--- src/rtl/kpe_pkg.sv ---
package kpe_pkg;

    // Widths of the scan vector and of a key index.
    localparam int KEY_W  = 16;
    localparam int IDX_W  = 4;
    localparam int KIND_W = 2;

    // Number of keys that are really wired; scan bits above them are ignored.
    localparam int NUM_KEYS = 16;

    localparam logic [KEY_W-1:0] KEY_MASK =
        (NUM_KEYS >= KEY_W) ? {KEY_W{1'b1}} : KEY_W'((64'd1 << NUM_KEYS) - 64'd1);

    // Depth of the queue between the front and the back.
    localparam int FIFO_DEPTH = 2;

    // Event kinds: previous bit times two plus current bit.
    localparam logic [KIND_W-1:0] KIND_NONE     = 2'd0;
    localparam logic [KIND_W-1:0] KIND_PRESSED  = 2'd1;
    localparam logic [KIND_W-1:0] KIND_RELEASED = 2'd2;

    // One classified scan, handed from the front to the back.
    typedef struct packed {
        logic [KEY_W-1:0]  prev;
        logic [KEY_W-1:0]  curr;
        logic              pressed_found;
        logic [IDX_W-1:0]  first_pressed_key;
        logic              released_found;
        logic [IDX_W-1:0]  first_released_key;
        logic [KIND_W-1:0] query_status;
    } job_t;

    // Queue status seen by both sides.
    typedef struct packed {
        logic full;
        logic empty;
    } fifo_stat_t;

    typedef enum logic {
        BK_IDLE,
        BK_BUSY
    } back_state_t;

    // Index of the lowest set bit; zero when no bit is set.
    function automatic logic [IDX_W-1:0] lowest_bit(input logic [KEY_W-1:0] v);
        logic [IDX_W-1:0] idx;
        idx = '0;
        for (int i = KEY_W - 1; i >= 0; i--) begin
            if (v[i]) begin
                idx = IDX_W'(i);
            end
        end
        return idx;
    endfunction

endpackage

--- src/rtl/kpe_fifo.sv ---
module kpe_fifo
    import kpe_pkg::*;
#(
    parameter int DEPTH = FIFO_DEPTH
) (
    input  logic       clk,
    input  logic       rst_n,
    input  logic       push,
    input  job_t       push_job,
    input  logic       pop,
    output job_t       head_job,
    output fifo_stat_t stat
);

    localparam int PTR_W = (DEPTH > 1) ? $clog2(DEPTH) : 1;
    localparam int CNT_W = $clog2(DEPTH + 1);

    job_t             mem_reg [DEPTH];
    logic [PTR_W-1:0] wr_ptr_reg, wr_ptr_next;
    logic [PTR_W-1:0] rd_ptr_reg, rd_ptr_next;
    logic [CNT_W-1:0] count_reg, count_next;

    always_comb
    begin
        wr_ptr_next = wr_ptr_reg;
        rd_ptr_next = rd_ptr_reg;
        count_next  = count_reg;
        if (push)
        begin
            wr_ptr_next = (wr_ptr_reg == PTR_W'(DEPTH - 1)) ? '0 : wr_ptr_reg + 1'b1;
        end
        if (pop)
        begin
            rd_ptr_next = (rd_ptr_reg == PTR_W'(DEPTH - 1)) ? '0 : rd_ptr_reg + 1'b1;
        end
        if (push && !pop)
        begin
            count_next = count_reg + 1'b1;
        end
        else if (pop && !push)
        begin
            count_next = count_reg - 1'b1;
        end
    end

    always_ff @(posedge clk or negedge rst_n)
    begin
        if (!rst_n)
        begin
            wr_ptr_reg <= '0;
            rd_ptr_reg <= '0;
            count_reg  <= '0;
        end
        else
        begin
            wr_ptr_reg <= wr_ptr_next;
            rd_ptr_reg <= rd_ptr_next;
            count_reg  <= count_next;
        end
    end

    always_ff @(posedge clk)
    begin
        if (push)
        begin
            mem_reg[wr_ptr_reg] <= push_job;
        end
    end

    assign head_job   = mem_reg[rd_ptr_reg];
    assign stat.full  = (count_reg == CNT_W'(DEPTH));
    assign stat.empty = (count_reg == '0);

endmodule

--- src/rtl/kpe_front.sv ---
module kpe_front
    import kpe_pkg::*;
(
    input  logic              clk,
    input  logic              rst_n,
    input  logic              in_valid,
    output logic              in_ready,
    input  logic [KEY_W-1:0]  scan_bits,
    input  logic [IDX_W-1:0]  query_key,
    input  fifo_stat_t        stat,
    output logic              push,
    output job_t              push_job
);

    logic [KEY_W-1:0] curr_scan_reg, curr_scan_next;
    logic [KEY_W-1:0] scan_masked;
    logic [KEY_W-1:0] pressed;
    logic [KEY_W-1:0] released;

    assign in_ready    = !stat.full;
    assign push        = in_valid && in_ready;
    assign scan_masked = scan_bits & KEY_MASK;
    assign pressed     = ~curr_scan_reg & scan_masked;
    assign released    = curr_scan_reg & ~scan_masked;

    always_comb
    begin
        curr_scan_next = push ? scan_masked : curr_scan_reg;

        push_job.prev               = curr_scan_reg;
        push_job.curr               = scan_masked;
        push_job.pressed_found      = (pressed != '0);
        push_job.first_pressed_key  = lowest_bit(pressed);
        push_job.released_found     = (released != '0);
        push_job.first_released_key = lowest_bit(released);
        if (32'(query_key) < NUM_KEYS)
        begin
            push_job.query_status = {curr_scan_reg[query_key], scan_masked[query_key]};
        end
        else
        begin
            push_job.query_status = KIND_NONE;
        end
    end

    always_ff @(posedge clk or negedge rst_n)
    begin
        if (!rst_n)
        begin
            curr_scan_reg <= '0;
        end
        else
        begin
            curr_scan_reg <= curr_scan_next;
        end
    end

endmodule

--- src/rtl/kpe_back.sv ---
module kpe_back
    import kpe_pkg::*;
(
    input  logic              clk,
    input  logic              rst_n,
    input  fifo_stat_t        stat,
    input  job_t              head_job,
    output logic              pop,
    output logic              out_valid,
    input  logic              out_ready,
    output logic              event_valid,
    output logic [IDX_W-1:0]  event_key,
    output logic [KIND_W-1:0] event_kind,
    output logic              last,
    output logic              pressed_found,
    output logic [IDX_W-1:0]  first_pressed_key,
    output logic              released_found,
    output logic [IDX_W-1:0]  first_released_key,
    output logic [KIND_W-1:0] query_status
);

    back_state_t state_reg, state_next;

    job_t             job_reg, job_next;
    logic [KEY_W-1:0] pend_reg, pend_next;

    logic              out_valid_reg, out_valid_next;
    logic              ev_valid_reg;
    logic [IDX_W-1:0]  ev_key_reg;
    logic [KIND_W-1:0] ev_kind_reg;
    logic              last_reg;
    job_t              res_job_reg;

    job_t              src_job;
    logic [KEY_W-1:0]  src_pend;
    logic [KEY_W-1:0]  rest;
    logic [IDX_W-1:0]  key;
    logic [KIND_W-1:0] kind;
    logic              has_change;
    logic              is_last;
    logic              slot_free;
    logic              emit;

    // Output decode: pick the job being worked on and form its next event.
    always_comb
    begin
        if (state_reg == BK_BUSY)
        begin
            src_job  = job_reg;
            src_pend = pend_reg;
        end
        else
        begin
            src_job  = head_job;
            src_pend = head_job.prev ^ head_job.curr;
        end
        has_change = (src_pend != '0);
        key        = lowest_bit(src_pend);
        rest       = src_pend & ~(KEY_W'(1) << key);
        is_last    = (rest == '0);
        kind       = has_change ? {src_job.prev[key], src_job.curr[key]} : KIND_NONE;
        slot_free  = !out_valid_reg || out_ready;
        emit       = slot_free && ((state_reg == BK_BUSY) || !stat.empty);
        pop        = emit && (state_reg == BK_IDLE);
    end

    always_comb
    begin
        state_next = state_reg;
        unique case (state_reg)
            BK_IDLE:
            begin
                if (emit && !is_last)
                begin
                    state_next = BK_BUSY;
                end
            end
            BK_BUSY:
            begin
                if (emit && is_last)
                begin
                    state_next = BK_IDLE;
                end
            end
            default:
            begin
                state_next = BK_IDLE;
            end
        endcase
    end

    always_comb
    begin
        job_next       = emit ? src_job : job_reg;
        pend_next      = emit ? rest : pend_reg;
        out_valid_next = emit ? 1'b1 : (out_valid_reg && !out_ready);
    end

    always_ff @(posedge clk or negedge rst_n)
    begin
        if (!rst_n)
        begin
            state_reg     <= BK_IDLE;
            out_valid_reg <= 1'b0;
        end
        else
        begin
            state_reg     <= state_next;
            out_valid_reg <= out_valid_next;
        end
    end

    always_ff @(posedge clk)
    begin
        job_reg  <= job_next;
        pend_reg <= pend_next;
        if (emit)
        begin
            ev_valid_reg <= has_change;
            ev_key_reg   <= key;
            ev_kind_reg  <= kind;
            last_reg     <= is_last;
            res_job_reg  <= src_job;
        end
    end

    assign out_valid          = out_valid_reg;
    assign event_valid        = ev_valid_reg;
    assign event_key          = ev_key_reg;
    assign event_kind         = ev_kind_reg;
    assign last               = last_reg;
    assign pressed_found      = res_job_reg.pressed_found;
    assign first_pressed_key  = res_job_reg.first_pressed_key;
    assign released_found     = res_job_reg.released_found;
    assign first_released_key = res_job_reg.first_released_key;
    assign query_status       = res_job_reg.query_status;

endmodule

--- src/rtl/keypad_edge_event_generator.sv ---
// Channel  Handshake             Payload
// -------  --------------------  ------------------------------------------------
// input    in_valid / in_ready   scan_bits, query_key
// output   out_valid / out_ready event_valid, event_key, event_kind, last,
//                                pressed_found, first_pressed_key, released_found,
//                                first_released_key, query_status
//
// A scan with n changed keys yields max(n, 1) results, one per cycle while the output
// is not stalled; the serial walk over the changed-key vector produces them in turn.
// The front takes a new scan in any cycle in which the queue has room.
// Reset clears the stored scan to all keys released and empties the queue.
// A stalled output holds its result in the output register; the back stops and the
// queue fills, after which in_ready drops.
module keypad_edge_event_generator
    import kpe_pkg::*;
#(
    parameter int FIFO_DEPTH_P = FIFO_DEPTH
) (
    input  logic              clk,
    input  logic              rst_n,
    input  logic              in_valid,
    output logic              in_ready,
    input  logic [KEY_W-1:0]  scan_bits,
    input  logic [IDX_W-1:0]  query_key,
    output logic              out_valid,
    input  logic              out_ready,
    output logic              event_valid,
    output logic [IDX_W-1:0]  event_key,
    output logic [KIND_W-1:0] event_kind,
    output logic              last,
    output logic              pressed_found,
    output logic [IDX_W-1:0]  first_pressed_key,
    output logic              released_found,
    output logic [IDX_W-1:0]  first_released_key,
    output logic [KIND_W-1:0] query_status
);

    // The front classifies each scan: it updates the stored scan and computes the
    // summary fields that every result of this scan repeats.
    fifo_stat_t stat;
    logic       push;
    logic       pop;
    job_t       push_job;
    job_t       head_job;

    kpe_front u_front (
        .clk       (clk),
        .rst_n     (rst_n),
        .in_valid  (in_valid),
        .in_ready  (in_ready),
        .scan_bits (scan_bits),
        .query_key (query_key),
        .stat      (stat),
        .push      (push),
        .push_job  (push_job)
    );

    // The queue decouples the classification from the event serialization.
    kpe_fifo #(
        .DEPTH (FIFO_DEPTH_P)
    ) u_fifo (
        .clk      (clk),
        .rst_n    (rst_n),
        .push     (push),
        .push_job (push_job),
        .pop      (pop),
        .head_job (head_job),
        .stat     (stat)
    );

    // The back walks the changed keys from the lowest index upward, one result
    // per cycle while the output is not stalled, into a registered output stage.
    kpe_back u_back (
        .clk                (clk),
        .rst_n              (rst_n),
        .stat               (stat),
        .head_job           (head_job),
        .pop                (pop),
        .out_valid          (out_valid),
        .out_ready          (out_ready),
        .event_valid        (event_valid),
        .event_key          (event_key),
        .event_kind         (event_kind),
        .last               (last),
        .pressed_found      (pressed_found),
        .first_pressed_key  (first_pressed_key),
        .released_found     (released_found),
        .first_released_key (first_released_key),
        .query_status       (query_status)
    );

    // A real event is always a press or a release.
    assert property (@(posedge clk) disable iff (!rst_n)
        out_valid && event_valid |-> event_kind == KIND_PRESSED ||
                                     event_kind == KIND_RELEASED)
        else $error("event with kind other than press or release");

    // A result without an event is the sole result of its scan and carries zeros.
    assert property (@(posedge clk) disable iff (!rst_n)
        out_valid && !event_valid |-> last && event_key == '0 && event_kind == KIND_NONE)
        else $error("empty result not flagged last or not zeroed");

    // A press event agrees with the summary: it exists and is not below the lowest.
    assert property (@(posedge clk) disable iff (!rst_n)
        out_valid && event_valid && event_kind == KIND_PRESSED |->
            pressed_found && event_key >= first_pressed_key)
        else $error("press event disagrees with pressed summary");

    // Likewise for release events.
    assert property (@(posedge clk) disable iff (!rst_n)
        out_valid && event_valid && event_kind == KIND_RELEASED |->
            released_found && event_key >= first_released_key)
        else $error("release event disagrees with released summary");

endmodule
--- config.mk ---
export PLATFORM = sky130hd
export DESIGN_NAME = keypad_edge_event_generator
export DESIGN_NICKNAME = d
export VERILOG_FILES = /design/src/rtl/kpe_pkg.sv /design/src/rtl/kpe_fifo.sv /design/src/rtl/kpe_front.sv /design/src/rtl/kpe_back.sv /design/src/rtl/keypad_edge_event_generator.sv
export SDC_FILE = /design/constraint.sdc
export NUM_CORES = 1
export LEC_CHECK = 0
export BUFFER_PORTS_ARGS = -buffer_cell sky130_fd_sc_hd__buf_4
export CORE_AREA = 2 2 138 140
export DETAILED_ROUTE_END_ITERATION = 8
export DIE_AREA = 0 0 140 142
export PLACE_DENSITY_LB_ADDON = 0.1
export REMOVE_ABC_BUFFERS = 1
export SLEW_MARGIN = 15
export SYNTH_ARGS = -nofsm -noshare
export SYNTH_HDL_FRONTEND = slang
export SYNTH_SLANG_ARGS = --single-unit
--- constraint.sdc ---
create_clock -name clk -period 10.3 [get_ports clk]
set_input_delay 2.06 -clock clk [delete_from_list [all_inputs] [get_ports clk]]
set_output_delay 2.06 -clock clk [all_outputs]
set_load 0.05 [all_outputs]
# ---- Yosys cells after proc, flatten, opt, wreduce, memory -nomap -nowiden
# Memories as Yosys holds them, arrays and structs flattened.
# Index checks and enable logic that the tools add are counted.
dict set report word_totals {
  word_cells 127
  register_bits 90
  ramBits 88
  n_memories 1
  input_bits 24
}
dict set report classes {
  n_shift 1
  eq_ne 1
  muxes 68
  add_sub_neg 4
  order_cmp 2
  reduce_logical 24
  bitwise 8
}
# memory words width rd rd_clocked_by_memory_dff write_ports line_no
set mem_list {}
lappend mem_list {u_fifo.mem_reg 2 44 1 0 1 kpe_fifo.sv:18} ;# job_t mem_reg [DEPTH];
# cell count
set op_table {}
lappend op_table {{two-way mux 4 bit} 48}
lappend op_table {{bitwise AND 16 bit} 3}
lappend op_table {{inverter 16 bit} 3}
lappend op_table {{nonzero test 16 bit} 3}
lappend op_table {{two-way mux 44 bit} 1}
lappend op_table {{binary-select mux 1 bit (select 4 bit)} 4}
lappend op_table {{logical NOT 16 bit} 1}
lappend op_table {{two-way mux 16 bit} 1}
lappend op_table {{left shift 1 x 4 -> 16 bit, first input constant} 1}
lappend op_table {{XOR 16 bit} 1}
lappend op_table {{two-way mux 1 bit} 11}
lappend op_table {{< comparator 4 x 5 -> 1 bit, second input constant} 2}
lappend op_table {{logical AND 1 bit} 8}
lappend op_table {{logical NOT 1 bit} 7}
lappend op_table {{two-way mux 2 bit} 2}
lappend op_table {{adder 1 bit, second input constant} 2}
lappend op_table {{adder 2 x 1 -> 2 bit, second input constant} 1}
lappend op_table {{== test 2 bit, second input constant} 1}
lappend op_table {{logical NOT 2 bit} 1}
lappend op_table {{logical OR 1 bit} 2}
lappend op_table {{case mux 1 bit (2 select lines)} 1}
lappend op_table {{AND reduction 2 bit} 1}
lappend op_table {{nonzero test 2 bit} 1}
lappend op_table {{subtractor 2 x 1 -> 2 bit, second input constant} 1}
lappend op_table {{inverter 1 bit} 1}

# ---- Longest topological paths before layout
# Gate-level depths: netlist (run 1).
# An unclocked memory read counts as a cell.
dict set report logic_depth {
  word_depth 27
  ltp_mapped 12
  ltp_nobuf 10
}

# ---- Modules after synthesis
# Synthesis (run 1) repeated with hierarchy kept, for this count alone.
dict set report unflattened {
  hier_cells 637
  hier_area_um2 9003.6
}
# module seq_area_each_um2 cells_per_inst area_per_inst_um2 n_inst
set by_module_without_submodules {}
lappend by_module_without_submodules {kpe_back 2092.0 316 3918.8 1}
lappend by_module_without_submodules {kpe_fifo 2742.6 153 3562.2 1}
lappend by_module_without_submodules {kpe_front 400.4 168 1522.7 1}

# ---- Worst setup path after synthesis (run 1)
# Ideal clock, no wire load.
dict set report synth_timing {
  path_type {input to register}
  start {in out_ready}
  end {reg u_fifo.count_reg[1]}
  slack_ns 3.959
  arrival_ns 6.262
  cell_stages 8
  t_required_ns 10.221
  cell_sequence {inv_1 a21oi_1 and2_1 inv_1 ha_1 xor2_1 nor2_1 xor2_1}
}
dict set report synth_between {
  elab_chain_cells 6
  word_cells_on_any_way 8
}
# element line_no
set synth_lines {}
lappend synth_lines {{start, declared} keypad_edge_event_generator.sv:26} ;# input logic out_ready,
lappend synth_lines {{logical OR 1 bit (*)} kpe_back.sv:62} ;# slot_free = !out_valid_reg || out_ready;
lappend synth_lines {{logical AND 1 bit (*)} kpe_back.sv:63} ;# emit = slot_free && ((state_reg == BK_BUSY) || !stat.empty);
lappend synth_lines {{named net u_back.emit} kpe_back.sv:42} ;# logic emit;
lappend synth_lines {{logical AND 1 bit (*)} kpe_back.sv:64} ;# pop = emit && (state_reg == BK_IDLE);
lappend synth_lines {{named net pop} keypad_edge_event_generator.sv:42} ;# logic pop;
lappend synth_lines {{logical NOT 1 bit} kpe_fifo.sv:36} ;# if (push && !pop)
lappend synth_lines {{logical AND 1 bit} kpe_fifo.sv:36}
lappend synth_lines {{two-way mux 2 bit / nonzero test 2 bit (equally long branches)} -}
lappend synth_lines {{end signal, assigned} kpe_fifo.sv:58} ;# count_reg <= count_next;
lappend synth_lines {{end, declared} kpe_fifo.sv:21} ;# logic [CNT_W-1:0] count_reg, count_next;
# The timed path passes the listed nets; every way through them passes the cells marked *.
# A chain may end at the register's enable or synchronous reset.

==> metrics, run 1 <==
status=complete, but fails checks; failing checks=DRC; WP data arrival=4490 ps; Max-cap violations=0; CP cell instances=buf_4 > inv_2 > o22ai_1 > a22oi_1 > a41o_1 > nor2_1 > a21boi_1 > nand2b_1 > o2111a_1 > nor4b_2; die height=142 microns; DR iter-0 viols=496; largest net degree at the start of global routing=60; layout cells sized above 1=19.3%; final net count=769; Root Buffer=clkbuf_16; Post-Place Setup Slack=5510 ps; All-Layer GR Usage=22.9%; synthesized flop and latch total=178; hold crit path type=register to register; postcts setup bufs=0; mux contribution to synthesized area=11.6%; Sw Share=32.3%; Syn Inst Count=712; cts hold-fix bufs=0; final period utilization=41.2%; Lkg Pwr=3.64 nW; xor and xnor fraction of the mapped netlist area=3.90%; CTS tree=built; initial core utilization=48.7%; Synth Flop Type=edfxtp_1; Clock Sink Count=178; CTS clk-pin slew, worst paths=70 ps; final-report setup violation count=0; net load switching power=0.733 mW; Remaining Overflow, GRT=0; combinational group share of total power=23.3%; Mapped Area=0.00898 sq mm; hold wc startpoint=u_fifo.count_reg[1]$_DFFE_PN0P_; Final Slew Violations=0; CTS Buf Count=17; crit path capture type=register; compound-cell area share of the yosys netlist=11.1%; Final ANT Viol Nets=0; fin worst setup slack=6050 ps; count of input and output buffers=45; core area=0.0185 sq mm; post-cts sizing count=0; die area=0.0199 sq mm; num ports=46; Largest register FFs=88; CP max-delay cell=dfrtp_2; Cell variety after synth=79; setup_tns=0 ps; worst hold stages=1; per-cell routed wire length=22.2 microns; Fin Clk Skew=8.71 ps; largest family of logic cells by synthesized area=simple AND/OR/NAND/NOR gates; internal power=1.53 mW; Max-slew headroom=25.6%; H-tree depth=4; latest clock arrival within the worst-skew pair=430 ps; first-pass GRT wire length=34.1 mm; CP Data Required Time=10540 ps; Clock power frac=28.6%; Post-Synth Simple-Gate Area=11.7%; via count=5907; global placer's final weighted congestion=0.919; Reg2Reg Setup Slack=6050 ps; Mapped Avg Cell Area=12.6 sq um; critical path fanouts, max=53; number of flops mapped to enable cells by yosys=156; fmax=0.235 GHz; P&R area growth vs syn=11.9%; Synth Area in Adders=0.139%; overall die width=140 microns; Max clock buf depth=2; startpoint types=register; via density per instance=5.96; async set-reset flop share out of synthesis=12.4%; filler cell count=1551; RSZ-0062 raised after global routing=false; Synth Warn #=0; initial antenna violation count=0; worst-case hold path end point=u_fifo.count_reg[1]$_DFFE_PN0P_; sequential power share=48.1%; Worst path max stage delay=940 ps; pwr dens=225 mW/mm^2; Pre-antenna DRT Iters=7; Hold Fails Final Rpt=0; row cnt=50; vias in the first global route=6045; # DRC=2; Period minus WS final=4250 ps; dpl hpwl=15.9 mm; Slew @ Worst Pin=1120 ps; reg-to-reg critical path endpoint=u_back.event_kind[0]$_SDFFCE_PN0P_; Worst Setup Path Type=register to register; VDD IR max=0.118 mV; sequential area share after synthesis=58.3%; final WL=22.0 mm; Final Power=2.27 mW; R2R cell count=10; ANT cells=0
[cell families after synthesis]
group / count (synthesis)
AO/OA/AOI/OAI: 145
flip-flops: 178
multiplexers: 88
AND/OR/NAND/NOR: 203
other: 1
buffers and inverters: 56
adder cells (fa/ha/maj): 1
XOR/XNOR: 40
[Yosys cell counts, types with 8 or more instances]
library cell  instances  share of area [%]
edfxtp_1            156                 52
a211oi_1             11               0.92
xor2_1               21                2.0
clkbuf_1             13               0.54
a21oi_1              23                1.3
nand2_1              57                2.4
a31oi_1               8               0.56
and2_1                9               0.63
buf_2                 8               0.45
mux2i_1              47                5.2
dfrtp_1              22                6.1
xnor2_1              19                1.9
nor2_1               42                1.8
mux2_2               29                3.6
mux4_2               10                2.5
nand2b_1             23                1.6
nor2b_1              22                1.5
o21ai_0              42                2.3
inv_1                18               0.75
buf_4                11               0.92
nand3_1               8               0.45
[power groups by stage]
stage / clock, mW / combinational [mW] / sequential, mW
final: 0.648 / 0.527 / 1.09
after global routing: 0.687 / 0.574 / 1.11
after CTS: 0.661 / 0.530 / 1.09
after detailed placement: 0 / 0.529 / 1.10
after global placement: 0 / 0.519 / 1.09
after floorplan: 0 / 0.356 / 1.09
[worst max-delay path: cells and delay by family (launching register included)]
kind                   cells  cell delay, ps
buffers and inverters      2             700
AO/OA/AOI/OAI              5            1250
flip-flops                 1             940
AND/OR/NAND/NOR            3            1150
[metal layers]
layer  GRT usage, %  wire length, microns  vias up
met5              0                     0        -
met4           9.41                   673        0
met3           4.61                  1040       37
met2           37.4                 10600      192
met1           30.4                  9670     2946
li1               -                     -     2732
[cell type report]
type / instances / area (sq um) / share of cell area [%]
repair buffers: 49 / 368 / 3.66
flip-flops and latches: 178 / 5240 / 52.1
clock inverters: 15 / 173 / 1.72
inverters: 20 / 77.6 / 0.772
clock buffers: 17 / 425 / 4.23
multi-input cells: 478 / 3480 / 34.6
well taps: 234 / 293 / 2.91
[layout by cell type, fill, tap and decap left out, types with 21 or more instances in the layout]
cell type,Yosys,routed
edfxtp_1,156,156
nand2_1,57,57
buf_4,11,49
mux2i_1,47,47
o21ai_0,42,42
nor2_1,42,41
mux2_2,29,29
nand2b_1,23,23
a21oi_1,23,22
nor2b_1,22,22
xor2_1,21,21
[worst max path at each step]
stage	from	to	slack (ps)	cells past startpoint
finish	register	u_back.event_kind[0]$_SDFFCE_PN0P_	6050	10
detailed placement	out_ready	u_fifo.count_reg[1]$_DFFE_PN0P_	5510	10
floorplan	out_ready	u_fifo.count_reg[1]$_DFFE_PN0P_	3960	8
CTS	out_ready	u_fifo.count_reg[1]$_DFFE_PN0P_	5970	10
global placement	out_ready	u_fifo.count_reg[1]$_DFFE_PN0P_	5690	10
global route	register	u_back.event_kind[0]$_SDFFCE_PN0P_	5750	10
[metrics by stage]
step | hold slack, ps | instance area (sq um) | instances | util (%)
floorplan | 461 | 8770 | 676 | -
global placement | 495 | 9450 | 959 | 51.2
detailed placement | 512 | 9450 | 959 | 51.2
CTS | 523 | 10100 | 991 | 54.5
global route | 538 | 10100 | 991 | 54.5
finish | 518 | 10100 | 991 | 54.5
Note: power is estimated with default switching activity, not from simulation.
==> run 2, diff against run 1 <==
clock period = 4.09 ns   (was 10.3 ns; I/O delays follow)
==> metrics, run 2 (synthesized netlist as in run 1, its figures left out) <==
filler cell count=1550 (-0.064%); CTS Buf Count=17 (unchanged); Root Buffer=clkbuf_16; num ports=46 (unchanged); Period minus WS final=3440 ps (-807 ps); core area=0.0185 sq mm (unchanged); ANT cells=0 (unchanged); Max-slew headroom=26.0% (+0.42 points); vias in the first global route=6060 (+0.25%); count of input and output buffers=45 (unchanged); Worst path max stage delay=620 ps (-320 ps); CP cell instances=buf_4 > mux2_1 > a211oi_1 > o22ai_1 > a21boi_4 > o21ai_4 > inv_4 > mux2_2 > a211oi_1 > o22ai_1; Post-Place Setup Slack=628 ps (-4890 ps); layout cells sized above 1=20.2% (+0.90 points); WP data arrival=3610 ps (-880 ps); P&R area growth vs syn=12.4%; Clock Sink Count=178 (unchanged); CTS clk-pin slew, worst paths=70 ps (about the same); CP Data Required Time=4260 ps (-6280 ps); final-report setup violation count=0 (unchanged); fmax=0.291 GHz (+23%); initial antenna violation count=0 (unchanged); initial core utilization=48.7% (unchanged); Final Power=5.65 mW (+150%); hold crit path type=primary input to asynchronous set/reset pin; Largest register FFs=88 (unchanged); final period utilization=84.1% (+43 points); startpoint types=register; RSZ-0062 raised after global routing=false; Final ANT Viol Nets=0 (unchanged); Max-cap violations=0 (unchanged); per-cell routed wire length=21.6 microns (-2.7%); commonest non-fill, non-tap cell in the layout=edfxtp_1; Final Hold Slack=274 ps (-244 ps); Slew @ Worst Pin=1110 ps (-6.36 ps); pwr dens=560 mW/mm^2 (+150%); most frequent cells in the layout=edfxtp_1 (156), buf_4 (60), nand2_1 (57); post-cts sizing count=0 (unchanged); final WL=21.7 mm (-1.6%); Fin Clk Skew=11.1 ps (+2.37 ps); fin worst setup slack=649 ps (-5400 ps); H-tree depth=4 (unchanged); latest clock arrival within the worst-skew pair=430 ps (about the same); Max clock buf depth=2 (unchanged); worst path bufs/invs=2 (unchanged); # DRC=2 (unchanged); CTS tree=built; die area=0.0199 sq mm (unchanged); largest net degree at the start of global routing=59 (-1.7%); failing checks=DRC; DR iter-0 viols=513 (+3.4%); Pre-antenna DRT Iters=7 (unchanged); Reg area=0.00524 sq mm (unchanged); Hold Fails Final Rpt=0 (unchanged); postcts setup bufs=0 (unchanged); global placer's final weighted congestion=0.901 (-2.0%); cts hold-fix bufs=0 (unchanged); via density per instance=5.91 (-0.91%); critical path fanouts, max=19 (-64%); Worst Setup Path Type=register to register; Final Slew Violations=0 (unchanged); row cnt=50 (unchanged); final net count=780 (+1.4%); Remaining Overflow, GRT=0 (unchanged); status=complete, but fails checks; footprint of the multi-input gates=0.00348 sq mm (unchanged); dpl hpwl=15.9 mm (+0.27%); Lkg Pwr=3.69 nW (+1.2%); crit path capture type=register; via count=5918 (+0.19%); first-pass GRT wire length=34.1 mm (+0.26%); All-Layer GR Usage=22.8% (-0.10 points); Largest delay share family, worst path=compound AO/OA/AOI/OAI gates; overall die width=140 microns (unchanged); die height=142 microns (unchanged); VDD IR max=0.321 mV (+170%); CP max-delay cell=dfrtp_2
## run 2: where the power goes
group	switching (mW)	internal (mW)	total (mW)
clock network	0.727	0.849	1.58
logic	0.790	0.545	1.33
registers	0.285	2.46	2.74
total	1.80	3.85	5.65
## run 2: worst paths after layout
check	startpoint	end	slack (ps)	depth (start not counted)
max in group asynchronous	rst_n	u_fifo.rd_ptr_reg$_DFFE_PN0P_	3540	1
worst max-delay path	u_fifo.rd_ptr_reg$_DFFE_PN0P_	u_back.event_kind[1]$_SDFFCE_PN0P_	650	10
worst min-delay path	rst_n	u_fifo.count_reg[0]$_DFFE_PN0P_	270	1
min in group clk	u_fifo.count_reg[1]$_DFFE_PN0P_	u_fifo.count_reg[1]$_DFFE_PN0P_	520	1
worst max register to register	u_fifo.rd_ptr_reg$_DFFE_PN0P_	u_back.event_kind[1]$_SDFFCE_PN0P_	650	10
worst min register to register	u_fifo.count_reg[1]$_DFFE_PN0P_	u_fifo.count_reg[1]$_DFFE_PN0P_	520	1
## run 2: layout make-up
type	instances	area share (%)
flip-flops and latches	178	51.9
multi-input cells	478	34.5
repair buffers	60	4.46
clock buffers	18	4.25
well taps	234	2.90
clock inverters	14	1.29
inverters	20	0.768
## run 2: stage by stage
stage	instance area, sq um	setup TNS, ps	std cells	utilization (%)
final	10100	0	1002	54.7
after global routing	10100	0	1002	54.7
after CTS	10100	0	1002	54.7
after detailed placement	9540	0	970	51.7
after global placement	9540	0	970	51.7
after floorplan	8770	-82870	676	-
## run 2: routing by layer
layer,routed length [microns],GRT usage (%)
met1,9850,31.2
met2,10600,37.5
met4,408,7.39
met3,824,4.14
met5,0,0
==> run 3, diff against run 2 <==
clock period = 3.6 ns   (was 4.09 ns; I/O delays follow)
==> metrics, run 3 (synthesized netlist as in run 1, its figures left out) <==
largest net degree at the start of global routing=59 (unchanged); overall die width=140 microns (unchanged); final WL=22.9 mm (+5.9%); CP cell instances=buf_4 > mux2i_1 > a211oi_1 > o32a_1 > a21boi_4 > a21boi_1 > o31ai_1 > a311oi_1 > o22ai_1; Hold Fails Final Rpt=0 (unchanged); net load switching power=2.02 mW (+12%); dpl hpwl=17.2 mm (+8.0%); postcts setup bufs=0 (unchanged); status=complete, no violations; final net count=786 (+0.77%); R2R cell count=9 (-1); most frequent cells in the layout=edfxtp_1 (156), buf_4 (66), nand2_1 (57); Max-slew headroom=26.0% (-0.027 points); ANT cells=0 (unchanged); global placer's final weighted congestion=0.887 (-1.6%); internal power=4.42 mW (+15%); final period utilization=91.4% (+7.3 points); Slew @ Worst Pin=1110 ps (+0.400 ps); CP Data Required Time=3770 ps (-490 ps); final-report setup violation count=0 (unchanged); startpoint types=register; final instance area=0.0102 sq mm (+0.58%); Reg2Reg Launch Point=u_fifo.rd_ptr_reg$_DFFE_PN0P_; combinational group share of total power=23.9% (+0.3 points); latest clock arrival within the worst-skew pair=430 ps (about the same); die area=0.0199 sq mm (unchanged); CP max-delay cell=a21boi_1; All-Layer GR Usage=24.1% (+1.3 points); CTS clk-pin slew, worst paths=70 ps (about the same); crit path capture type=register; Worst path max stage delay=540 ps (-80 ps); Final ANT Viol Nets=0 (unchanged); die height=142 microns (unchanged); cts hold-fix bufs=0 (unchanged); filler cell count=1578 (+1.8%); Root Buffer=clkbuf_16; Largest register FFs=88 (unchanged); Final Slew Violations=0 (unchanged); dpl cells=976 (+0.62%); WP data arrival=3460 ps (-150 ps); DR iter-0 viols=379 (-26%); count of input and output buffers=45 (unchanged); via count=5917 (-0.017%); # DRC=0 (-2); post-cts sizing count=0 (unchanged); Max-cap violations=0 (unchanged); critical path fanouts, max=24 (+5); Sw Share=31.3% (-0.56 points); post-route insts no fill=1008 (+0.60%); Worst Setup Path Type=register to register; H-tree depth=4 (unchanged); via density per instance=5.87 (-0.61%); Fin Clk Skew=13.1 ps (+2.04 ps); P&R area growth vs syn=13.1%; pwr dens=634 mW/mm^2 (+13%); Clock power frac=27.8% (about the same); initial antenna violation count=1 (+1); hold crit path type=primary input to asynchronous set/reset pin; Lkg Pwr=3.72 nW (+0.90%); Finished Core Util=55.0% (+0.32 points); VDD IR max=0.505 mV (+57%); Pre-antenna DRT Iters=7 (unchanged); Max clock buf depth=2 (unchanged); Clock Sink Count=178 (unchanged); RSZ-0062 raised after global routing=false; row cnt=50 (unchanged); Placed Area=0.00958 sq mm (+0.47%); worst path bufs/invs=1 (-1); initial core utilization=48.7% (unchanged); CTS tree=built; fmax=0.304 GHz (+4.5%); sequential power share=48.3% (-0.2 points); CTS Buf Count=17 (unchanged); Reg2Reg Setup Slack=310 ps (-340 ps); layout cells sized above 1=20.7% (+0.49 points); num ports=46 (unchanged); per-cell routed wire length=22.8 microns (+5.3%); Period minus WS final=3290 ps (-149 ps); Remaining Overflow, GRT=0 (unchanged); Critical Path Start=u_fifo.rd_ptr_reg$_DFFE_PN0P_; vias in the first global route=5955 (-1.7%); Largest delay share family, worst path=compound AO/OA/AOI/OAI gates; reg-to-reg critical path endpoint=u_back.event_kind[1]$_SDFFCE_PN0P_; commonest non-fill, non-tap cell in the layout=edfxtp_1; first-pass GRT wire length=35.3 mm (+3.4%); core area=0.0185 sq mm (unchanged)
## run 3: cell count changes in the layout (fill, tap and decap cells not counted), sizes merged
cell,change
buf,+6
clkbuf,+4
clkinv,-1
clkinvlp,-1
inv,-2
## run 3: worst register-to-register path: cells and delay by family, from the launching register on
kind / cells / cell delay [ps]
AOI/OAI and AO/OA: 7 / 1810
DFF: 1 / 470
buffers and inverters: 1 / 400
muxes: 1 / 370
## run 3: how the worst max path moves through the flow
| stage | endpoint | cells past startpoint | slack [ps] |
|---|---|---|---|
| floorplan | u_fifo.count_reg[1]$_DFFE_PN0P_ | 8 | -2430 |
| global placement | register | 9 | 330 |
| detailed placement | u_back.event_kind[1]$_SDFFCE_PN0P_ | 9 | 320 |
| CTS | u_back.event_kind[1]$_SDFFCE_PN0P_ | 9 | 310 |
| global route | u_back.event_kind[1]$_SDFFCE_PN0P_ | 9 | 30 |
| finish | u_back.event_kind[1]$_SDFFCE_PN0P_ | 9 | 310 |
## run 3: power by group through the flow
stage                     Sequential (mW)  Combinational, mW  Clock (mW)
after floorplan                      3.11               1.02           0
after global placement               3.12               1.53           0
after detailed placement             3.15               1.55           0
after CTS                            3.11               1.55        1.84
after global routing                 3.16               1.68        1.92
final                                3.11               1.54        1.79
## run 3: metrics by stage
step	hold slack (ps)	worst slack, ps	power, mW	TNS, ps
2_1_floorplan	424	-2430	4.13	-133490
3_3_place_gp	520	332	4.66	0
3_5_place_dp	521	319	4.70	0
4_1_cts	193	312	6.50	0
5_1_grt	192	34.8	6.76	0
6_report	194	308	6.44	0
## run 3: layer usage
metal	global-route usage (%)	up-vias	routed length, microns	share of wire (%)
met2	41.4	129	11500	50
li1	-	2768	-	-
met5	0	-	13	0.057
met1	32.4	3002	10300	45
met4	5.32	2	237	1.0
met3	4.31	16	934	4.1
## run 3: cell type report
cell class	instances	area (sq um)	share of cell area (%)
Sequential cell	178	5240	51.6
Clock inverter	10	98.8	0.973
Tap cell	234	293	2.88
Multi-Input combinational cell	478	3480	34.3
Clock buffer	22	474	4.67
Inverter	20	77.6	0.764
Timing Repair Buffer	66	495	4.88
